--- src/rtl/led_ring_status_cue_controller_unit_defines.svh ---
// Assertion macros shared by the LED ring status cue controller RTL.
// Define SYNTH to compile every check away; no other dependencies.
`ifndef LED_RING_STATUS_CUE_CONTROLLER_UNIT_DEFINES_SVH
`define LED_RING_STATUS_CUE_CONTROLLER_UNIT_DEFINES_SVH
`ifndef SYNTH
// Expression holds at every clock edge out of reset.
`define LRSC_CHECK(label, clk, rst_n, expr, msg) \
  label: assert property (@(posedge clk) disable iff (!rst_n) (expr)) else $error(msg);
// Antecedent implies consequent in the same cycle.
`define LRSC_CHECK_IMPL(label, clk, rst_n, ante, cons, msg) \
  label: assert property (@(posedge clk) disable iff (!rst_n) (ante) |-> (cons)) else $error(msg);
// Antecedent implies consequent in the next cycle.
`define LRSC_CHECK_NEXT(label, clk, rst_n, ante, cons, msg) \
  label: assert property (@(posedge clk) disable iff (!rst_n) (ante) |=> (cons)) else $error(msg);
`else
`define LRSC_CHECK(label, clk, rst_n, expr, msg)
`define LRSC_CHECK_IMPL(label, clk, rst_n, ante, cons, msg)
`define LRSC_CHECK_NEXT(label, clk, rst_n, ante, cons, msg)
`endif
`endif

--- src/rtl/lrsc_pkg.sv ---
// Shared types, codes and constants for the LED ring status cue controller.
// No dependencies; imported by every module of the block.
`timescale 1ns / 1ps

package lrsc_pkg;

  // Configuration port
  localparam int CFG_IDX_W  = 3;
  localparam int CFG_DATA_W = 16;

  localparam logic [CFG_IDX_W-1:0] CFG_FEEDBACK_ENABLE = 3'd0;
  localparam logic [CFG_IDX_W-1:0] CFG_GLOW_MS         = 3'd1;
  localparam logic [CFG_IDX_W-1:0] CFG_FRAME_MS        = 3'd2;
  localparam logic [CFG_IDX_W-1:0] CFG_BATTERY_PERIOD  = 3'd3;
  localparam logic [CFG_IDX_W-1:0] CFG_LOW_BATTERY_PCT = 3'd4;

  localparam logic        RST_FEEDBACK_ENABLE = 1'b1;
  localparam logic [15:0] RST_GLOW_MS         = 16'd140;
  localparam logic [15:0] RST_FRAME_MS        = 16'd33;
  localparam logic [15:0] RST_BATTERY_PERIOD  = 16'd1000;
  localparam logic [6:0]  RST_LOW_BATTERY_PCT = 7'd20;

  // Cue timing and color constants
  localparam int BREATH_PERIOD_MS = 2000;
  localparam int COMET_STEP_MS    = 180;
  localparam int COMET_REACH_Q8   = 384;
  localparam int COMET_PEAK       = 14;
  localparam int DIV3_MUL         = 171;  // floor(x/3) = (x*171)>>9 for x < 64
  localparam int DIV3_SHIFT       = 9;
  localparam logic [5:0] BREATH_FLOOR = 6'd2;
  localparam logic [4:0] GLOW_LEVEL   = 5'd20;

  // Q30 angle constants for the breathing wave
  localparam logic [63:0] Q30_ONE     = 64'd1073741824;
  localparam logic [63:0] Q30_PI      = 64'd3373259426;
  localparam logic [63:0] Q30_HALF_PI = 64'd1686629713;
  localparam logic [63:0] Q30_TWO_PI  = 64'd6746518852;

  typedef enum logic [2:0] {
    ACT_APPLY     = 3'd0,
    ACT_ANIMATE   = 3'd1,
    ACT_SET_ALL   = 3'd2,
    ACT_SET_PIXEL = 3'd3,
    ACT_SHOW      = 3'd4
  } action_t;

  typedef enum logic [1:0] {
    MODE_BASE   = 2'd0,
    MODE_GLOW   = 2'd1,
    MODE_LOW    = 2'd2,
    MODE_CHARGE = 2'd3
  } mode_t;

  typedef enum logic [2:0] {
    ROUTE_NONE,
    ROUTE_BASE,
    ROUTE_GLOW,
    ROUTE_LOW,
    ROUTE_CHARGE
  } route_t;

  typedef enum logic [1:0] {
    EMIT_BASE,
    EMIT_FILL,
    EMIT_PIXEL,
    EMIT_SHOW
  } emit_sel_t;

  // Steps of the time reduction: quotient, remainder, scale, quotient
  typedef enum logic [1:0] {
    RED_QUOT_NOW,
    RED_REM,
    RED_SCALE,
    RED_QUOT_POS
  } red_op_t;

  typedef enum logic [3:0] {
    ST_IDLE,
    ST_DECIDE,
    ST_BASE,
    ST_QUOT1,
    ST_REM,
    ST_SCALE,
    ST_QUOT2,
    ST_LOOK,
    ST_FILL,
    ST_PIXEL,
    ST_SHOW
  } ctrl_state_t;

  typedef struct packed {
    logic        command;
    logic [31:0] now_ms;
    logic        paused;
    logic        charging;
    logic        discharging;
    logic [6:0]  battery_level;
  } in_item_t;

  typedef struct packed {
    logic [2:0]  action;
    logic [5:0]  pixel_index;
    logic [5:0]  red;
    logic [4:0]  green;
    logic [4:0]  blue;
    logic [31:0] base_time_ms;
    logic        last;
  } out_item_t;

  // Controller to datapath
  typedef struct packed {
    logic      capture;
    logic      decide;
    logic      red_en;
    red_op_t   red_op;
    logic      pix_clear;
    logic      pix_adv;
    logic      load_out;
    emit_sel_t emit_sel;
  } ctrl_cmd_t;

  // Datapath to controller
  typedef struct packed {
    route_t route;
    logic   is_low;
    logic   pix_last;
    logic   out_free;
  } dp_status_t;

endpackage

--- src/rtl/lrsc_ctrl.sv ---
// Sequencer for the LED ring status cue controller: walks one request
// through decide, reduce and emit steps. Depends on lrsc_pkg.
`timescale 1ns / 1ps
`include "led_ring_status_cue_controller_unit_defines.svh"

module lrsc_ctrl
  import lrsc_pkg::*;
(
  input  logic       clk,
  input  logic       rst_n,
  input  logic       in_valid,
  output logic       in_ready,
  input  dp_status_t sts,
  output ctrl_cmd_t  cmd
);

  ctrl_state_t state_r;
  ctrl_state_t state_nxt;

  // Hold state
  always_ff @(posedge clk) begin
    if (!rst_n) begin
      state_r <= ST_IDLE;
    end else begin
      state_r <= state_nxt;
    end
  end

  // Sequence one request
  always_comb begin
    state_nxt = state_r;
    cmd       = '0;
    cmd.emit_sel = EMIT_SHOW;
    in_ready  = 1'b0;
    unique case (state_r)
      ST_IDLE: begin
        in_ready = 1'b1;
        if (in_valid) begin
          cmd.capture = 1'b1;
          state_nxt   = ST_DECIDE;
        end
      end
      ST_DECIDE: begin
        cmd.decide    = 1'b1;
        cmd.pix_clear = 1'b1;
        unique case (sts.route)
          ROUTE_NONE:   state_nxt = ST_IDLE;
          ROUTE_BASE:   state_nxt = ST_BASE;
          ROUTE_GLOW:   state_nxt = ST_FILL;
          ROUTE_LOW:    state_nxt = ST_QUOT1;
          ROUTE_CHARGE: state_nxt = ST_QUOT1;
          default:      state_nxt = ST_IDLE;
        endcase
      end
      ST_BASE: begin
        cmd.emit_sel = EMIT_BASE;
        if (sts.out_free) begin
          cmd.load_out = 1'b1;
          state_nxt    = ST_IDLE;
        end
      end
      ST_QUOT1: begin
        cmd.red_en = 1'b1;
        cmd.red_op = RED_QUOT_NOW;
        state_nxt  = ST_REM;
      end
      ST_REM: begin
        cmd.red_en = 1'b1;
        cmd.red_op = RED_REM;
        state_nxt  = ST_SCALE;
      end
      ST_SCALE: begin
        cmd.red_en = 1'b1;
        cmd.red_op = RED_SCALE;
        state_nxt  = ST_QUOT2;
      end
      ST_QUOT2: begin
        cmd.red_en = 1'b1;
        cmd.red_op = RED_QUOT_POS;
        state_nxt  = sts.is_low ? ST_LOOK : ST_PIXEL;
      end
      ST_LOOK: begin
        state_nxt = ST_FILL;
      end
      ST_FILL: begin
        cmd.emit_sel = EMIT_FILL;
        if (sts.out_free) begin
          cmd.load_out = 1'b1;
          state_nxt    = ST_SHOW;
        end
      end
      ST_PIXEL: begin
        cmd.emit_sel = EMIT_PIXEL;
        if (sts.out_free) begin
          cmd.load_out = 1'b1;
          cmd.pix_adv  = 1'b1;
          if (sts.pix_last) begin
            state_nxt = ST_SHOW;
          end
        end
      end
      ST_SHOW: begin
        cmd.emit_sel = EMIT_SHOW;
        if (sts.out_free) begin
          cmd.load_out = 1'b1;
          state_nxt    = ST_IDLE;
        end
      end
      default: begin
        state_nxt = ST_IDLE;
      end
    endcase
  end

  `LRSC_CHECK_IMPL(a_load_needs_room, clk, rst_n, cmd.load_out, sts.out_free, "result loaded into a full output register")
  `LRSC_CHECK_IMPL(a_idle_quiet, clk, rst_n, state_r == ST_IDLE, !cmd.load_out && !cmd.red_en, "work issued while idle")
  `LRSC_CHECK_NEXT(a_reduce_exit, clk, rst_n, state_r == ST_QUOT2, state_r == ST_LOOK || state_r == ST_PIXEL, "time reduction left to a wrong step")

endmodule

--- src/rtl/lrsc_dp.sv ---
// Datapath for the LED ring status cue controller: configuration and cue
// state, the reciprocal-multiply time reducer, wave table, comet shading and
// the output register. Depends on lrsc_pkg.
`timescale 1ns / 1ps
`include "led_ring_status_cue_controller_unit_defines.svh"

module lrsc_dp
  import lrsc_pkg::*;
#(
  parameter int RING_LEDS  = 12,
  parameter int WAVE_STEPS = 256
) (
  input  logic                  clk,
  input  logic                  rst_n,
  input  in_item_t              in_data,
  input  logic                  cfg_we,
  input  logic [CFG_IDX_W-1:0]  cfg_index,
  input  logic [CFG_DATA_W-1:0] cfg_data,
  input  ctrl_cmd_t             cmd,
  output dp_status_t            sts,
  output logic                  out_valid,
  input  logic                  out_ready,
  output out_item_t             out_data
);

  localparam int COMET_MS  = COMET_STEP_MS * RING_LEDS;
  localparam int SPAN      = RING_LEDS * 256;
  localparam int SPAN_W    = $clog2(SPAN + 1);
  localparam int PH_W      = $clog2(WAVE_STEPS);

  // floor(n/d) = (n*m) >> s for every n below 2^RECIP_N, with m < 2^31
  localparam int RECIP_N    = 30;
  localparam int BREATH_PRE = 4;  // 2000 = 16 * 125
  localparam int COMET_PRE  = 2;  // 180 = 4 * 45
  localparam int BREATH_DIV = BREATH_PERIOD_MS >> BREATH_PRE;
  localparam int COMET_DIV  = COMET_MS >> COMET_PRE;
  localparam int STEP_DIV   = COMET_STEP_MS >> COMET_PRE;

  function automatic logic [31:0] recip_f(input int d);
    logic [63:0] num;
    num = 64'd1 << (RECIP_N + $clog2(d));
    return 32'((num + 64'(d) - 64'd1) / 64'(d));
  endfunction

  localparam logic [31:0] M_BREATH = recip_f(BREATH_DIV);
  localparam logic [31:0] M_COMET  = recip_f(COMET_DIV);
  localparam logic [31:0] M_STEP   = recip_f(STEP_DIV);
  localparam int          S_BREATH = RECIP_N + $clog2(BREATH_DIV);
  localparam int          S_COMET  = RECIP_N + $clog2(COMET_DIV);
  localparam int          S_STEP   = RECIP_N + $clog2(STEP_DIV);

  // Breathing level for one wave phase, built at elaboration
  function automatic logic [5:0] breath_red_f(input int unsigned phase);
    logic [63:0] a;
    logic [63:0] x2;
    logic [63:0] term;
    logic [63:0] sum;
    logic [63:0] v;
    logic        neg;
    a   = (Q30_TWO_PI * 64'(phase)) / WAVE_STEPS;
    neg = 1'b0;
    if (a >= Q30_PI) begin
      neg = 1'b1;
      a   = a - Q30_PI;
    end
    if (a > Q30_HALF_PI) begin
      a = Q30_PI - a;
    end
    x2   = (a * a) >> 30;
    sum  = a;
    term = ((a * x2) >> 30) / 6;
    sum  = (term > sum) ? 64'd0 : sum - term;
    term = ((term * x2) >> 30) / 20;
    sum  = sum + term;
    term = ((term * x2) >> 30) / 42;
    sum  = (term > sum) ? 64'd0 : sum - term;
    term = ((term * x2) >> 30) / 72;
    sum  = sum + term;
    term = ((term * x2) >> 30) / 110;
    sum  = (term > sum) ? 64'd0 : sum - term;
    if (sum > Q30_ONE) begin
      sum = Q30_ONE;
    end
    v = neg ? Q30_ONE - sum : Q30_ONE + sum;
    return 6'(64'(BREATH_FLOOR) + ((v * 64'd30) >> 31));
  endfunction

  logic [5:0] wave_rom [WAVE_STEPS];

  for (genvar g = 0; g < WAVE_STEPS; g++) begin : g_wave
    assign wave_rom[g] = breath_red_f(g);
  end

  // Configuration registers
  logic        fe_r;
  logic [15:0] glow_ms_r;
  logic [15:0] frame_ms_r;
  logic [15:0] bat_period_r;
  logic [6:0]  low_pct_r;

  always_ff @(posedge clk) begin
    if (!rst_n) begin
      fe_r         <= RST_FEEDBACK_ENABLE;
      glow_ms_r    <= RST_GLOW_MS;
      frame_ms_r   <= RST_FRAME_MS;
      bat_period_r <= RST_BATTERY_PERIOD;
      low_pct_r    <= RST_LOW_BATTERY_PCT;
    end else if (cfg_we) begin
      unique case (cfg_index)
        CFG_FEEDBACK_ENABLE: fe_r         <= cfg_data[0];
        CFG_GLOW_MS:         glow_ms_r    <= cfg_data;
        CFG_FRAME_MS:        frame_ms_r   <= cfg_data;
        CFG_BATTERY_PERIOD:  bat_period_r <= cfg_data;
        CFG_LOW_BATTERY_PCT: low_pct_r    <= cfg_data[6:0];
        default: ;
      endcase
    end
  end

  // Capture the request
  in_item_t in_r;

  always_ff @(posedge clk) begin
    if (cmd.capture) begin
      in_r <= in_data;
    end
  end

  // Cue state
  logic [31:0] glow_deadline_r, glow_deadline_nxt;
  logic [31:0] bat_time_r, bat_time_nxt;
  logic [31:0] frame_time_r, frame_time_nxt;
  logic        chg_seen_r, chg_seen_nxt;
  logic        low_seen_r, low_seen_nxt;
  mode_t       cur_mode_r, cur_mode_nxt;
  logic        apply_r, apply_nxt;

  logic [31:0] bat_elapsed;
  logic [31:0] frame_elapsed;
  logic        sample;
  logic        chg_eff;
  logic        low_eff;
  logic        frame_wait;
  logic        changed;
  mode_t       mode_sel;
  route_t      route;

  // Pick the cue for a tick
  always_comb begin
    bat_elapsed   = in_r.now_ms - bat_time_r;
    frame_elapsed = in_r.now_ms - frame_time_r;
    sample        = bat_elapsed >= 32'(bat_period_r);
    chg_eff       = sample ? in_r.charging : chg_seen_r;
    low_eff       = sample ? (in_r.discharging && (in_r.battery_level <= low_pct_r))
                           : low_seen_r;
    frame_wait    = frame_elapsed < 32'(frame_ms_r);
    mode_sel      = MODE_BASE;
    if (fe_r && !in_r.paused) begin
      priority if (in_r.now_ms < glow_deadline_r) mode_sel = MODE_GLOW;
      else if (low_eff)                           mode_sel = MODE_LOW;
      else if (chg_eff)                           mode_sel = MODE_CHARGE;
      else                                        mode_sel = MODE_BASE;
    end
    changed = mode_sel != cur_mode_r;
    priority if (in_r.command)                         route = ROUTE_NONE;
    else if (mode_sel == MODE_BASE)                    route = in_r.paused ? ROUTE_NONE
                                                                           : ROUTE_BASE;
    else if (!changed && mode_sel == MODE_GLOW)        route = ROUTE_NONE;
    else if (!changed && frame_wait)                   route = ROUTE_NONE;
    else if (mode_sel == MODE_GLOW)                    route = ROUTE_GLOW;
    else if (mode_sel == MODE_LOW)                     route = ROUTE_LOW;
    else                                               route = ROUTE_CHARGE;
  end

  // Commit cue state at the decide step
  always_comb begin
    glow_deadline_nxt = glow_deadline_r;
    bat_time_nxt      = bat_time_r;
    frame_time_nxt    = frame_time_r;
    chg_seen_nxt      = chg_seen_r;
    low_seen_nxt      = low_seen_r;
    cur_mode_nxt      = cur_mode_r;
    apply_nxt         = apply_r;
    if (cmd.decide) begin
      if (in_r.command) begin
        if (fe_r) begin
          glow_deadline_nxt = in_r.now_ms + 32'(glow_ms_r);
        end
      end else begin
        if (sample) begin
          bat_time_nxt = in_r.now_ms;
          chg_seen_nxt = chg_eff;
          low_seen_nxt = low_eff;
        end
        cur_mode_nxt = mode_sel;
        apply_nxt    = cur_mode_r != MODE_BASE;
        if (route == ROUTE_GLOW || route == ROUTE_LOW || route == ROUTE_CHARGE) begin
          frame_time_nxt = in_r.now_ms;
        end
      end
    end
  end

  always_ff @(posedge clk) begin
    if (!rst_n) begin
      glow_deadline_r <= '0;
      bat_time_r      <= '0;
      frame_time_r    <= '0;
      chg_seen_r      <= 1'b0;
      low_seen_r      <= 1'b0;
      cur_mode_r      <= MODE_BASE;
      apply_r         <= 1'b0;
    end else begin
      glow_deadline_r <= glow_deadline_nxt;
      bat_time_r      <= bat_time_nxt;
      frame_time_r    <= frame_time_nxt;
      chg_seen_r      <= chg_seen_nxt;
      low_seen_r      <= low_seen_nxt;
      cur_mode_r      <= cur_mode_nxt;
      apply_r         <= apply_nxt;
    end
  end

  // Time reducer: one shared multiply per step, quotient ends up as phase or head
  logic        red_low;
  logic [31:0] val_r, val_nxt;
  logic [31:0] quot_r, quot_nxt;
  logic [31:0] mul_a;
  logic [31:0] mul_b;
  logic [63:0] mul_p;

  always_comb begin
    red_low = cur_mode_r == MODE_LOW;
    mul_a   = '0;
    mul_b   = '0;
    unique case (cmd.red_op)
      RED_QUOT_NOW: begin
        mul_a = red_low ? (in_r.now_ms >> BREATH_PRE) : (in_r.now_ms >> COMET_PRE);
        mul_b = red_low ? M_BREATH : M_COMET;
      end
      RED_REM: begin
        mul_a = quot_r;
        mul_b = red_low ? 32'(BREATH_PERIOD_MS) : 32'(COMET_MS);
      end
      RED_SCALE: begin
        mul_a = val_r;
        mul_b = red_low ? 32'(WAVE_STEPS) : 32'd256;
      end
      RED_QUOT_POS: begin
        mul_a = red_low ? (val_r >> BREATH_PRE) : (val_r >> COMET_PRE);
        mul_b = red_low ? M_BREATH : M_STEP;
      end
      default: ;
    endcase
    mul_p = 64'(mul_a) * 64'(mul_b);

    val_nxt  = val_r;
    quot_nxt = quot_r;
    if (cmd.red_en) begin
      unique case (cmd.red_op)
        RED_QUOT_NOW: quot_nxt = red_low ? 32'(mul_p >> S_BREATH) : 32'(mul_p >> S_COMET);
        RED_REM:      val_nxt  = in_r.now_ms - mul_p[31:0];
        RED_SCALE:    val_nxt  = mul_p[31:0];
        RED_QUOT_POS: quot_nxt = red_low ? 32'(mul_p >> S_BREATH) : 32'(mul_p >> S_STEP);
        default: ;
      endcase
    end
  end

  always_ff @(posedge clk) begin
    val_r  <= val_nxt;
    quot_r <= quot_nxt;
  end

  // Register the wave table read; the quotient is the phase
  logic [5:0] red_r;

  always_ff @(posedge clk) begin
    red_r <= wave_rom[quot_r[PH_W-1:0]];
  end

  // Pixel counter, held on the last pixel
  logic [5:0] pix_r, pix_nxt;
  logic       pix_last;

  always_comb begin
    pix_last = pix_r == 6'(RING_LEDS - 1);
    pix_nxt  = pix_r;
    if (cmd.pix_clear) begin
      pix_nxt = '0;
    end else if (cmd.pix_adv && !pix_last) begin
      pix_nxt = pix_r + 1'b1;
    end
  end

  always_ff @(posedge clk) begin
    if (!rst_n) begin
      pix_r <= '0;
    end else begin
      pix_r <= pix_nxt;
    end
  end

  // Comet shade for the current pixel; the quotient is the head position in Q8
  logic [SPAN_W-1:0] comet_pos;
  logic [SPAN_W-1:0] pix_pos;
  logic [SPAN_W-1:0] dist_raw;
  logic [SPAN_W-1:0] dist_wrap;
  logic [SPAN_W-1:0] ring_dist;
  logic              near;
  logic [8:0]        reach_left;
  logic [12:0]       scaled;
  logic [13:0]       third;
  logic [4:0]        green;

  always_comb begin
    comet_pos  = quot_r[SPAN_W-1:0];
    pix_pos    = SPAN_W'({pix_r, 8'h00});
    dist_raw   = (pix_pos > comet_pos) ? pix_pos - comet_pos : comet_pos - pix_pos;
    dist_wrap  = SPAN_W'(SPAN) - dist_raw;
    ring_dist  = (dist_wrap < dist_raw) ? dist_wrap : dist_raw;
    near       = 32'(ring_dist) < 32'(COMET_REACH_Q8);
    reach_left = 9'(32'(COMET_REACH_Q8) - 32'(ring_dist));
    scaled     = 13'(reach_left) * 13'(COMET_PEAK);
    // divide by 384 as a shift by 7 then a divide by 3
    third      = 14'(scaled[12:7]) * 14'(DIV3_MUL);
    green      = near ? 5'(third >> DIV3_SHIFT) : 5'd0;
  end

  // Result mux
  out_item_t emit_item;

  always_comb begin
    emit_item = '0;
    unique case (cmd.emit_sel)
      EMIT_BASE: begin
        emit_item.action       = apply_r ? ACT_APPLY : ACT_ANIMATE;
        emit_item.base_time_ms = apply_r ? 32'd0 : in_r.now_ms;
        emit_item.last         = 1'b1;
      end
      EMIT_FILL: begin
        emit_item.action = ACT_SET_ALL;
        if (cur_mode_r == MODE_GLOW) begin
          emit_item.red   = 6'(GLOW_LEVEL);
          emit_item.green = GLOW_LEVEL;
          emit_item.blue  = GLOW_LEVEL;
        end else begin
          emit_item.red = red_r;
        end
      end
      EMIT_PIXEL: begin
        emit_item.action      = ACT_SET_PIXEL;
        emit_item.pixel_index = pix_r;
        emit_item.green       = green;
      end
      EMIT_SHOW: begin
        emit_item.action = ACT_SHOW;
        emit_item.last   = 1'b1;
      end
      default: ;
    endcase
  end

  // Output register
  logic      out_valid_r, out_valid_nxt;
  out_item_t out_data_r;

  always_comb begin
    out_valid_nxt = out_valid_r;
    if (cmd.load_out) begin
      out_valid_nxt = 1'b1;
    end else if (out_ready) begin
      out_valid_nxt = 1'b0;
    end
  end

  always_ff @(posedge clk) begin
    if (!rst_n) begin
      out_valid_r <= 1'b0;
    end else begin
      out_valid_r <= out_valid_nxt;
    end
  end

  always_ff @(posedge clk) begin
    if (cmd.load_out) begin
      out_data_r <= emit_item;
    end
  end

  assign out_valid = out_valid_r;
  assign out_data  = out_data_r;

  assign sts.route    = route;
  assign sts.is_low   = cur_mode_r == MODE_LOW;
  assign sts.pix_last = pix_last;
  assign sts.out_free = !out_valid_r || out_ready;

  `LRSC_CHECK(a_pix_in_ring, clk, rst_n, 32'(pix_r) < 32'(RING_LEDS), "pixel counter ran past the ring")
  `LRSC_CHECK_IMPL(a_green_peak, clk, rst_n, out_valid_r && out_data_r.action == ACT_SET_PIXEL, out_data_r.green <= 5'(COMET_PEAK), "comet shade above its peak")
  `LRSC_CHECK_NEXT(a_head_in_range, clk, rst_n, cmd.red_en && cmd.red_op == RED_QUOT_POS, quot_r < (sts.is_low ? 32'(WAVE_STEPS) : 32'(SPAN)), "wave phase or comet head out of range")

endmodule

--- src/rtl/led_ring_status_cue_controller_unit.sv ---
// Channel   Handshake              Payload            Direction
// in        in_valid / in_ready    in_data (in_item_t)  button presses and ticks in
// out       out_valid / out_ready  out_data (out_item_t) LED commands out
// cfg       cfg_we                 cfg_index, cfg_data  register writes in
//
// One request at a time. A press, or a tick that emits nothing, ends at the decide
// step. A base frame emits one command, a glow frame a fill and a show. Low battery
// and charging frames first reduce the time in four single-multiply steps; low
// battery then reads the wave table for a fill and a show, charging emits one pixel
// per LED and a show. Reset is synchronous, active low, and needs no clearing pass;
// output stalls hold the sequencer in its emit step, one result register deep.
`timescale 1ns / 1ps

module led_ring_status_cue_controller_unit
  import lrsc_pkg::*;
#(
  parameter int RING_LEDS  = 12,
  parameter int WAVE_STEPS = 256
) (
  input  logic                  clk,
  input  logic                  rst_n,
  input  logic                  in_valid,
  output logic                  in_ready,
  input  in_item_t              in_data,
  output logic                  out_valid,
  input  logic                  out_ready,
  output out_item_t             out_data,
  input  logic                  cfg_we,
  input  logic [CFG_IDX_W-1:0]  cfg_index,
  input  logic [CFG_DATA_W-1:0] cfg_data
);

  ctrl_cmd_t  cmd;
  dp_status_t sts;

  // Sequencer
  lrsc_ctrl u_ctrl (
    .clk      (clk),
    .rst_n    (rst_n),
    .in_valid (in_valid),
    .in_ready (in_ready),
    .sts      (sts),
    .cmd      (cmd)
  );

  // Datapath
  lrsc_dp #(
    .RING_LEDS  (RING_LEDS),
    .WAVE_STEPS (WAVE_STEPS)
  ) u_dp (
    .clk       (clk),
    .rst_n     (rst_n),
    .in_data   (in_data),
    .cfg_we    (cfg_we),
    .cfg_index (cfg_index),
    .cfg_data  (cfg_data),
    .cmd       (cmd),
    .sts       (sts),
    .out_valid (out_valid),
    .out_ready (out_ready),
    .out_data  (out_data)
  );

endmodule

--- config.mk ---
export PLATFORM = sky130hd
export DESIGN_NAME = led_ring_status_cue_controller_unit
export DESIGN_NICKNAME = d
export VERILOG_FILES = /design/src/rtl/lrsc_pkg.sv /design/src/rtl/lrsc_ctrl.sv /design/src/rtl/lrsc_dp.sv /design/src/rtl/led_ring_status_cue_controller_unit.sv
export VERILOG_INCLUDE_DIRS = /design/src /design/src/rtl
export SDC_FILE = /design/constraint.sdc
export NUM_CORES = 2
export LEC_CHECK = 0
export BUFFER_PORTS_ARGS = -buffer_cell sky130_fd_sc_hd__buf_2
export CAP_MARGIN = 20
export CORE_MARGIN = 10
export CORE_UTILIZATION = 40
export DETAILED_ROUTE_END_ITERATION = 8
export PLACE_DENSITY = 0.59
export SYNTH_ARGS = -nofsm -noshare
export SYNTH_HDL_FRONTEND = slang
export SYNTH_HIERARCHICAL = 1
export SYNTH_SLANG_ARGS = --single-unit
--- constraint.sdc ---
create_clock -name clk -period 16.6 [get_ports clk]
set_clock_uncertainty 0.1 [all_clocks]
set_input_delay 0 -clock clk [delete_from_list [all_inputs] [get_ports clk]]
set_output_delay 0 -clock clk [all_outputs]
set_load 0.005 [all_outputs]
==> results by group <==
Yosys
  – Post-synth top cells: inv_1 (1034), fa_1 (752), ha_1 (656), nand2_1 (552), nor2_1 (515)
  – EDFF count, synth: 156
  – Post-synth top area cell: fa_1
  – Seq/Total Area, Yosys: between 10% and 20%
  – FFs w/ async S/R, synth: 0%
  – Mean Syn Cell Area: 8.95 sq um
  – Primary FF master, synth: dfxtp_1
  – Yosys cell types: 100
  – Area contributors post-synth: fa_1 (29%), ha_1 (16%), edfxtp_1 (8.9%), inv_1 (7.4%), dfxtp_1 (6.6%)
  – Yosys reg bits: 329
  – Ys Warns: 6
  – Share of the synthesized area in the top cell type: about 29%
  – Post-Syn Instances: 5874
  – Cell with the most instances after synthesis: inv_1
  – Mapped cell area: 52600 sq um

CTS
  – CTS max path bufs: 3
  – CTS sink cnt: 329
  – Clock root buffer: clkbuf_16
  – CTS tree: done
  – Total CTS buffers: 37
  – H-Tree Level Count: 2
  – Clk_lat worst skew: 0.57 ns
  – CTS clock-pin slew for the worst setup and hold paths: approximately 0.060 ns
  – Cts repair resizes: 0

Route
  – Avg Vias per Cell: 5.47
  – Final ANT Viol Nets: 0
  – TritonRoute pass-1 iters: 6
  – Drt total wl: 178 mm
  – # DRC: 0
  – Via count: 42400
  – Drt wl/cell: 23.0 um
  – Iter 0 DRT Violations: 3545

Final layout
  – Post-Route Utilization: 44.0%
  – Layout cells sized above 1: 5.84%
  – Area delta synth->final: 8.80%
  – Final Non-Filler Cells: 7753
  – Final net count: about 7500

Die
  – Ports: 127
  – Die area: 146000 sq um
  – DIE HEIGHT: 382 um
  – Die Span X: approximately 380 um
  – Initial Util: approximately two fifths
  – Core Region: 130000 sq um
  – Num rows: 132

STA
  – Tmin final: 12.92 ns
  – Hold WS: 0.0436 ns
  – Slew HR: 23.0%
  – Final setup viols: 0
  – Final Max Slew Viols: 0
  – Crit share post-route: 77.8%
  – Final Hold Violating Endpoints: 0
  – Setup TNS: 0 ns
  – F_max: ~77 MHz
  – RSZ-0062 raised after global routing: no
  – Worst-Margin Slew: 1.15 ns

Worst setup path
  – Crit path max fanout: between 60 and 70
  – Worst Setup End Kind: register
  – CP required: between 15 and 20 ns
  – Crit path top cell by count: fa_1
  – Critical Path AT: about 13 ns
  – CP max stage cell: nor2_1
  – Worst path max stage delay: 0.76 ns
  – Critical path class: register to register
  – Startpoint Class: register

Global route
  – GRT Overall Usage: 23.9%
  – Antenna violations before repair: 7
  – Largest net degree at the start of global routing: 71
  – Gr ovfl total: 0
  – First-pass GRT wire length: 267 mm
  – Via count of the first global-routing pass: roughly 43000

Worst hold path
  – Tightest Hold Check Type: input port to register

Outcome
  – Status: completed

Place
  – Port Buffers: 122
  – Inst Count DP: about 7600
  – Detailed Place HPWL: 147 mm
  – GP Congestion: 0.970

Job
  – # Max-Cap Violations: 0
[state kept, by name, indices dropped and copies added (netlist names), 7 cells and up]
| register | flops |
|---|---|
| u_dp/bat_time_r | 32 |
| u_dp/in_r | 43 |
| u_dp/low_pct_r | 7 |
| u_dp/quot_r | 28 |
| u_dp/glow_deadline_r | 32 |
| u_dp/out_data | 53 |
| u_dp/glow_ms_r | 16 |
| u_dp/frame_ms_r | 16 |
| u_dp/val_r | 32 |
| u_dp/bat_period_r | 16 |
| u_dp/frame_time_r | 32 |
[layout make-up]
cell class              instances  area, sq um
well taps                    1742         2180
multi-input cells            4291        39700
fillers                     12900        72800
clock buffers                  50         1030
repair buffers                285         2040
diodes                          2         5.00
clock inverters                17          228
inverters                    1037         3890
flip-flops and latches        329         8150
[placed cells by master, fill, tap and decap left out, types with 49 or more instances in the layout]
master and count:
nand2_1 551, mux2i_1 94, dlygate4sd3_1 73, fa_1 752, and2_1 61, o21ai_0 204, xor2_1 74, inv_1 1033
ha_1 654, o21a_1 80, nand2b_1 55, buf_2 122, a21oi_1 337, xnor2_1 94, nor2_1 513, a21o_1 85
nand3_1 79, edfxtp_1 156, buf_4 88, dfxtp_1 173, nor2b_1 49, nor3_1 50
[cells by family after synthesis]
logic type               synth area share (%)
flip-flops                               15.5
other                                 0.00714
buffers and inverters                    9.20
multiplexers                             1.94
XOR/XNOR                                 2.83
adder cells (fa/ha/maj)                  44.3
AND/OR/NAND/NOR                          13.6
AO/OA/AOI/OAI                            12.6
[critical path, delay by kind of cell, from the launching register on]
kind	cells	cell delay, ns
adders and majority gates	11	4.74
buffers and inverters	8	1.45
DFF	1	0.72
xor gates and xnor gates	2	0.24
and+or+nand+nor	6	1.88
AOI/OAI and AO/OA	11	3.44
[stage by stage]
step | area, sq um | worst slack, ns
finish | 57200 | 3.68
global placement | 55100 | 4.03
CTS | 57200 | 3.85
global route | 57200 | 2.79
floorplan | 52600 | 5.71
detailed placement | 55200 | 3.90
[timing repair]
action,in CTS,in global routing
hold buffers,73,0
endpoints found under the hold margin,129,0
buffers inserted,0,0
[routing by layer]
| layer | global-route usage, % | up-vias | share of wire [%] | wire, um |
|---|---|---|---|---|
| met5 | 0 | - | 0 | 0 |
| met4 | 9.31 | 0 | 4.6 | 8100 |
| met3 | 3.66 | 310 | 7.4 | 13200 |
| met2 | 39.0 | 1547 | 46 | 81600 |
| met1 | 31.7 | 21100 | 42 | 75100 |
| li1 | - | 19500 | - | - |
[path summary, 6_finish.rpt]
kind / from / to / slack [ns] / cells after the start
worst min register to register: u_dp/glow_deadline_r[2] / u_dp/glow_deadline_r[2] / 0.35 / 2
worst max-delay path: u_ctrl/state_r[2] / u_dp/val_r[31] / 3.68 / 38
worst max register to register: u_ctrl/state_r[2] / u_dp/val_r[31] / 3.68 / 38
worst min-delay path: in_data[16] / u_dp/in_r[16] / 0.04 / 2
Power is not shown: default switching activity piles up to over one toggle a cycle in this logic, so the estimate is an artifact.
